### src/assert_macros.svh
// assertion macros included by the midi byte stream parser rtl
`ifndef ASSERT_MACROS_SVH
`define ASSERT_MACROS_SVH

// concurrent check on the rising clock edge, off while reset is high
`define ASSERT_CLK(label, clk_sig, rst_sig, prop, msg) \
  label: assert property (@(posedge clk_sig) disable iff (rst_sig) prop) else $error(msg);

// concurrent check on the rising clock edge, also active during reset
`define ASSERT_ALWAYS(label, clk_sig, prop, msg) \
  label: assert property (@(posedge clk_sig) prop) else $error(msg);

`endif

### src/mbsp_pkg.sv
// types, byte classes and the classify function of the midi byte parser
package mbsp_pkg;

  localparam logic [7:0] StatusBase  = 8'h80;
  localparam logic [7:0] SystemBase  = 8'hf0;
  localparam logic [2:0] VoiceMask   = 3'h7;
  localparam logic [3:0] CommonMask  = 4'hf;

  typedef enum logic [2:0] {
    CLS_DATA = 3'd0,
    CLS_LEN1 = 3'd1,
    CLS_LEN2 = 3'd2,
    CLS_LEN3 = 3'd3,
    CLS_RT   = 3'd4,
    CLS_RES  = 3'd5,
    CLS_SXS  = 3'd6,
    CLS_SXE  = 3'd7
  } byte_cls_t;

  typedef struct packed {
    logic       is_realtime;
    logic [7:0] status_out;
    logic [6:0] first_data;
    logic [6:0] second_data;
    logic [1:0] msg_length;
  } result_t;

  function automatic byte_cls_t classify(input logic [7:0] b);
    byte_cls_t c;
    c = CLS_DATA;
    if (b < StatusBase) begin
      c = CLS_DATA;
    end else if (b < SystemBase) begin
      case (b[6:4] & VoiceMask)
        3'd4, 3'd5: c = CLS_LEN2;
        default:    c = CLS_LEN3;
      endcase
    end else begin
      case (b[3:0] & CommonMask)
        4'h0:    c = CLS_SXS;
        4'h1:    c = CLS_LEN2;
        4'h2:    c = CLS_LEN3;
        4'h3:    c = CLS_LEN2;
        4'h6:    c = CLS_LEN1;
        4'h7:    c = CLS_SXE;
        4'h4, 4'h5, 4'h9, 4'hd: c = CLS_RES;
        default: c = CLS_RT;
      endcase
    end
    return c;
  endfunction

endpackage

### src/midi_byte_stream_parser.sv
// midi byte stream parser with running status, sysex filtering and realtime pass-through
//
//   channel | direction | handshake          | payload
//   in      | input     | in_valid/in_stall   | rx_byte
//   out     | output    | out_valid/out_stall | is_realtime, status_out, first_data,
//           |           |                     | second_data, msg_length
//
// one byte per cycle while in_stall is low: the parse state updates in the cycle the beat is taken
// and a result is registered into the output register, or into the skid register while the output stalls
// a skid register holds a second result, so input is taken while one result waits
// in_stall rises only when both the output register and the skid register are full
// rst is synchronous and clears all parse state and both valid flags
module midi_byte_stream_parser (
  input  logic       clk,
  input  logic       rst,
  input  logic       in_valid,
  output logic       in_stall,
  input  logic [7:0] rx_byte,
  output logic       out_valid,
  input  logic       out_stall,
  output logic       is_realtime,
  output logic [7:0] status_out,
  output logic [6:0] first_data,
  output logic [6:0] second_data,
  output logic [1:0] msg_length
);
  import mbsp_pkg::*;

  logic [7:0] held_status, held_status_next;
  logic [6:0] held_first, held_first_next;
  logic [6:0] held_second, held_second_next;
  logic [1:0] expected_len, expected_len_next;
  logic [1:0] fill_offset, fill_offset_next;
  logic       in_sysex, in_sysex_next;

  result_t    res, out_reg, skid;
  logic       res_valid;
  logic       skid_valid;
  logic       in_fire, out_fire;
  byte_cls_t  cls;

  assign in_stall = skid_valid;
  assign in_fire  = in_valid & ~skid_valid;
  assign out_fire = out_valid & ~out_stall;

  always_comb begin
    cls               = classify(rx_byte);
    held_status_next  = held_status;
    held_first_next   = held_first;
    held_second_next  = held_second;
    expected_len_next = expected_len;
    fill_offset_next  = fill_offset;
    in_sysex_next     = in_sysex;
    res               = '0;
    res_valid         = 1'b0;

    if (cls == CLS_RT) begin
      res.is_realtime = 1'b1;
      res.status_out  = rx_byte;
      res.msg_length  = 2'd1;
      res_valid       = 1'b1;
    end else begin
      case (cls)
        CLS_DATA: begin
          if (!in_sysex) begin
            case (fill_offset)
              2'd0:    held_status_next = rx_byte;
              2'd1:    held_first_next  = rx_byte[6:0];
              2'd2:    held_second_next = rx_byte[6:0];
              default: ;
            endcase
            fill_offset_next = fill_offset + 2'd1;
          end
        end
        CLS_LEN1, CLS_LEN2, CLS_LEN3: begin
          held_status_next  = rx_byte;
          expected_len_next = cls[1:0];
          fill_offset_next  = 2'd1;
        end
        CLS_SXS: in_sysex_next = 1'b1;
        CLS_SXE: in_sysex_next = 1'b0;
        default: begin
          expected_len_next = 2'd0;
          fill_offset_next  = 2'd0;
        end
      endcase

      if (expected_len_next != 2'd0 && expected_len_next == fill_offset_next) begin
        res.is_realtime = 1'b0;
        res.status_out  = held_status_next;
        res.first_data  = (expected_len_next >= 2'd2) ? held_first_next : 7'd0;
        res.second_data = (expected_len_next == 2'd3) ? held_second_next : 7'd0;
        res.msg_length  = expected_len_next;
        res_valid       = 1'b1;
        if (expected_len_next == 2'd1) begin
          expected_len_next = 2'd0;
          fill_offset_next  = 2'd0;
        end else begin
          fill_offset_next = 2'd1;
        end
      end
    end
  end

  always_ff @(posedge clk) begin
    if (rst) begin
      held_status  <= '0;
      held_first   <= '0;
      held_second  <= '0;
      expected_len <= '0;
      fill_offset  <= '0;
      in_sysex     <= 1'b0;
      out_valid    <= 1'b0;
      skid_valid   <= 1'b0;
    end else begin
      if (in_fire) begin
        held_status  <= held_status_next;
        held_first   <= held_first_next;
        held_second  <= held_second_next;
        expected_len <= expected_len_next;
        fill_offset  <= fill_offset_next;
        in_sysex     <= in_sysex_next;
      end
      if (skid_valid) begin
        if (out_fire) begin
          out_reg    <= skid;
          skid_valid <= 1'b0;
        end
      end else if (in_fire && res_valid) begin
        if (!out_valid || out_fire) begin
          out_reg   <= res;
          out_valid <= 1'b1;
        end else begin
          skid       <= res;
          skid_valid <= 1'b1;
        end
      end else if (out_fire) begin
        out_valid <= 1'b0;
      end
    end
  end

  assign is_realtime = out_reg.is_realtime;
  assign status_out  = out_reg.status_out;
  assign first_data  = out_reg.first_data;
  assign second_data = out_reg.second_data;
  assign msg_length  = out_reg.msg_length;

`include "assert_macros.svh"

  `ASSERT_CLK(a_skid_needs_out, clk, rst, skid_valid |-> out_valid, "skid full while output empty")
  `ASSERT_CLK(a_offset_in_range, clk, rst, (expected_len != 2'd0) |-> (fill_offset != 2'd0 && fill_offset <= expected_len), "fill offset outside message")
  `ASSERT_CLK(a_rt_shape, clk, rst, (out_valid && is_realtime) |-> (msg_length == 2'd1 && first_data == 7'd0 && second_data == 7'd0), "bad realtime beat")
  `ASSERT_CLK(a_msg_len, clk, rst, (out_valid && !is_realtime) |-> (msg_length != 2'd0), "message beat with zero length")
  `ASSERT_CLK(a_held_out, clk, rst, (out_valid && out_stall) |=> (out_valid && $stable(out_reg)), "stalled result changed")

endmodule

### config.mk
export PLATFORM = sky130hd
export DESIGN_NAME = midi_byte_stream_parser
export DESIGN_NICKNAME = d
export VERILOG_FILES = /design/src/mbsp_pkg.sv /design/src/midi_byte_stream_parser.sv
export VERILOG_INCLUDE_DIRS = /design/src /design/src/src
export SDC_FILE = /design/constraint.sdc
export NUM_CORES = 1
export LEC_CHECK = 0
export ABC_AREA = 1
export BUFFER_PORTS_ARGS = -buffer_cell sky130_fd_sc_hd__buf_2
export CORE_MARGIN = 2
export CORE_UTILIZATION = 60
export DETAILED_ROUTE_END_ITERATION = 10
export PLACE_DENSITY = 0.79
export SETUP_SLACK_MARGIN = 0.3
export SLEW_MARGIN = 20
export SYNTH_ARGS = -nofsm -noshare
export SYNTH_HDL_FRONTEND = slang
export SYNTH_SLANG_ARGS = --single-unit
### constraint.sdc
create_clock -name clk -period 6.2 [get_ports clk]
set_clock_uncertainty 0.05 [all_clocks]
set_input_delay 0.62 -clock clk [delete_from_list [all_inputs] [get_ports clk]]
set_output_delay 0.62 -clock clk [all_outputs]
set_load 0.03 [all_outputs]
==> results.py <==
metrics = {
    "setup_path": {
        "path_cells": "inv_1, ha_1, nor2_1, a211oi_1, a21oi_2, inv_2, nand2_2, nand2_4, nand2_4, a21oi_2, nand2_1, inv_1",
        "max_stage_delay_ps": 720,
        "crit_buf_inv": 3,
        "required_ps": 6130,
        "slowest_stage": "inv_1",
        "startpoint_type": "flop",
        "crit_type": "reg2reg",
        "crit_fanout": 25,
        "critPathTopFamily": "buffers and inverters",
        "cp.arrival_ps": 2890,
        "crit_path_end_kind": "flop",
    },
    "floorplanning": {
        "dieArea_sq_um": 6920,
        "die-height_microns": 83.2,
        "die_w_microns": 83.2,
        "core-area_sq_um": 5990,
        "initial_core_util_pct": 62.8,
        "pin_count": 39,
        "fp-row-count": 28,
    },
    "clock_network": {
        "cts_hold_buf": 0,
        "clockBufferDepth": 2,
        "cts_setup_buffers": 0,
        "cts_sinks": 79,
        "cts_buffers": 9,
        "worstSkewPairLatency_ps": 360,
        "ctsResizeCount": 0,
        "htree_levels": 3,
        "clk_pin_slew_ps": 90,
        "cts_tree": "done",
        "root_buffer": "clkbuf_8",
    },
    "timing": {
        "timing.setup.tns_ps": 0,
        "rsz0062_at_grt": "no",
        "finalCritPeriodShare_pct": 47.7,
        "fmax_ghz": 0.338,
        "whs_ps": 416,
        "tightest_slew_ps": 981,
        "hold_viol": 0,
        "maxSlewViolCount": 0,
        "slew_headroom_pct": 34.5,
        "finalCriticalPeriod_ps": 2950,
        "setup_viol": 0,
    },
    "routing": {
        "postRouteAntennaNets": 0,
        "via_count": 2922,
        "drt_pass1_iterations": 5,
        "wirelength_mm": 8.08,
        "drc_errors": 0,
        "drt-vias-per-instance": 5.63,
        "drt-initial-drc-count": 240,
        "wl_per_cell_microns": 15.6,
    },
    "synth": {
        "syn_area_sq_um": 3760,
        "syn_nets": 418,
        "yosysTopAreaCell": "edfxtp_1",
        "synth.top_cells.by_area": "edfxtp_1 (40%), dfxtp_1 (15%), nand2_1 (9.9%)",
        "synthFlopType": "edfxtp_1",
        "syn_avg_cell_area_sq_um": 9.33,
        "ys_ff_latch": 79,
        "synth_edf_count": 50,
        "ys_seq_area_share_pct": 55.4,
        "synth-async-reset-ratio_pct": 0,
        "yosysWarnings": 0,
        "synthTopCellsByCount": "nand2_1 (99), edfxtp_1 (50), a21oi_1 (39)",
        "yosysMostFrequentCell": "nand2_1",
        "syn_inst": 403,
        "yosysTopAreaCellShare_pct": 39.9,
        "synth.distinct_cells": 37,
    },
    "placed_design": {
        "place_congestion": 0.920,
        "dpl_cell_area_sq_um": 3990,
        "io_buffers": 38,
        "dpl.hpwl_mm": 5.59,
    },
    "final_layout": {
        "final_cell_area_sq_um": 4220,
        "layout-drive-gt1-share_pct": 25.9,
        "num-fill-cells": 451,
        "diodes": 0,
        "syn2layout_area_growth_pct": 12.3,
        "finalCoreUtilization_pct": 70.5,
        "nets": 454,
    },
    "power_and_ir_drop": {
        "power_switching_mw": 0.303,
        "p_per_area_nw_per_um2": 272,
        "p_int_mw": 0.844,
        "clockPowerShare_pct": 39.0,
        "p_leak_nw": 1.77,
        "p_comb_share_pct": 10.4,
        "ir_worst_vdd_mv": 0.154,
        "seqPwrFrac_pct": 50.6,
        "p_sw_share_pct": 26.4,
    },
    "grt": {
        "grt_pass1_vias": 2862,
        "grt_pass1_wl_mm": 13.6,
        "grt_antenna_before_repair": 0,
        "grt_max_degree": 44,
        "grt_usage_pct": 24.8,
        "overflow": 0,
    },
    "run": {
        "max_cap_viol_count": 0,
    },
    "worst_hold_path": {
        "hold_class": "reg2reg",
    },
    "status": {
        "status": "completed",
    },
}
final timing paths:
check	startpoint	to	slack, ps	cells after the start
hold / removal	held_status[1]	held_status[1]	420	2
setup / recovery	fill_offset[0]	skid[3]	3250	12
setup reg to reg	fill_offset[0]	skid[3]	3250	12
hold reg to reg	held_status[1]	held_status[1]	420	2
final cells by class:
class                      instances  area (sq um)  share of cell area, %
tap                               75          93.8                   2.22
timing repair buffer              40           205                   4.86
multi-input combinational        278          1490                   35.3
inverter                          31           116                   2.75
clock buffer                       9           124                   2.93
sequential                        79          2080                   49.3
clock inverter                     7           110                   2.61
through the flow:
step / total power, mW / cells / worst slack, ps
finish: 1.15 / 519 / 3250
global route: 1.19 / 519 / 3060
global placement: 0.705 / 503 / 3000
CTS: 1.15 / 519 / 3260
detailed placement: 0.710 / 503 / 2900
floorplan: 0.679 / 403 / 2730
state kept, by name (all words and copies together), names as in the netlist, 2 cells and up:
register      cells
expected_len      2
skid             25
status_out        8
fill_offset       2
first_data        7
msg_length        2
held_first        7
held_status       8
second_data       7
held_second       7
tightest hold or removal path: stages, from the launching register on:
cell     delay [ps]
dfxtp_1         320
nand2_1          60
a21oi_1          50
cells in the final DEF (no fill, tap or decap), types with 3 or more instances in the layout:
cell type and count:
nand2_1 99, edfxtp_1 50, a21oi_1 38, buf_2 38
o21ai_0 32, dfxtp_1 29, inv_1 25, nor2_1 21
nand3_1 13, nor2_2 10, o21ai_2 10, nand2_2 9
clkbuf_8 9, or2_4 7, inv_2 5, a21oi_2 5
a31oi_1 5, nand2_4 4, mux2i_1 4, ha_1 3
inv_8 3
logic make-up after synthesis:
family	count (synthesis)	synth area share [%]
fa+ha+maj	3	0.998
simple gates	171	21.7
xor+xnor	1	0.233
buf+inv	46	5.02
mux	5	1.36
compound gates	98	15.3
flops	79	55.4
routing by layer:
metal | part of all wire, % | routed length, microns | track usage (%)
met1 | 42 | 3380 | 32.9
met2 | 48 | 3850 | 38.6
met3 | 7.2 | 579 | 6.36
met4 | 3.4 | 276 | 10.7
met5 | 0 | 0 | 0
power by group through the flow:
stage | registers, mW | clock network, mW | logic [mW]
6_report | 0.580 | 0.448 | 0.120
2_1_floorplan | 0.597 | 0 | 0.0826
5_1_grt | 0.582 | 0.473 | 0.134
3_5_place_dp | 0.592 | 0 | 0.118
3_3_place_gp | 0.591 | 0 | 0.114
4_1_cts | 0.580 | 0.451 | 0.119
(Power assumes the default switching activity.)
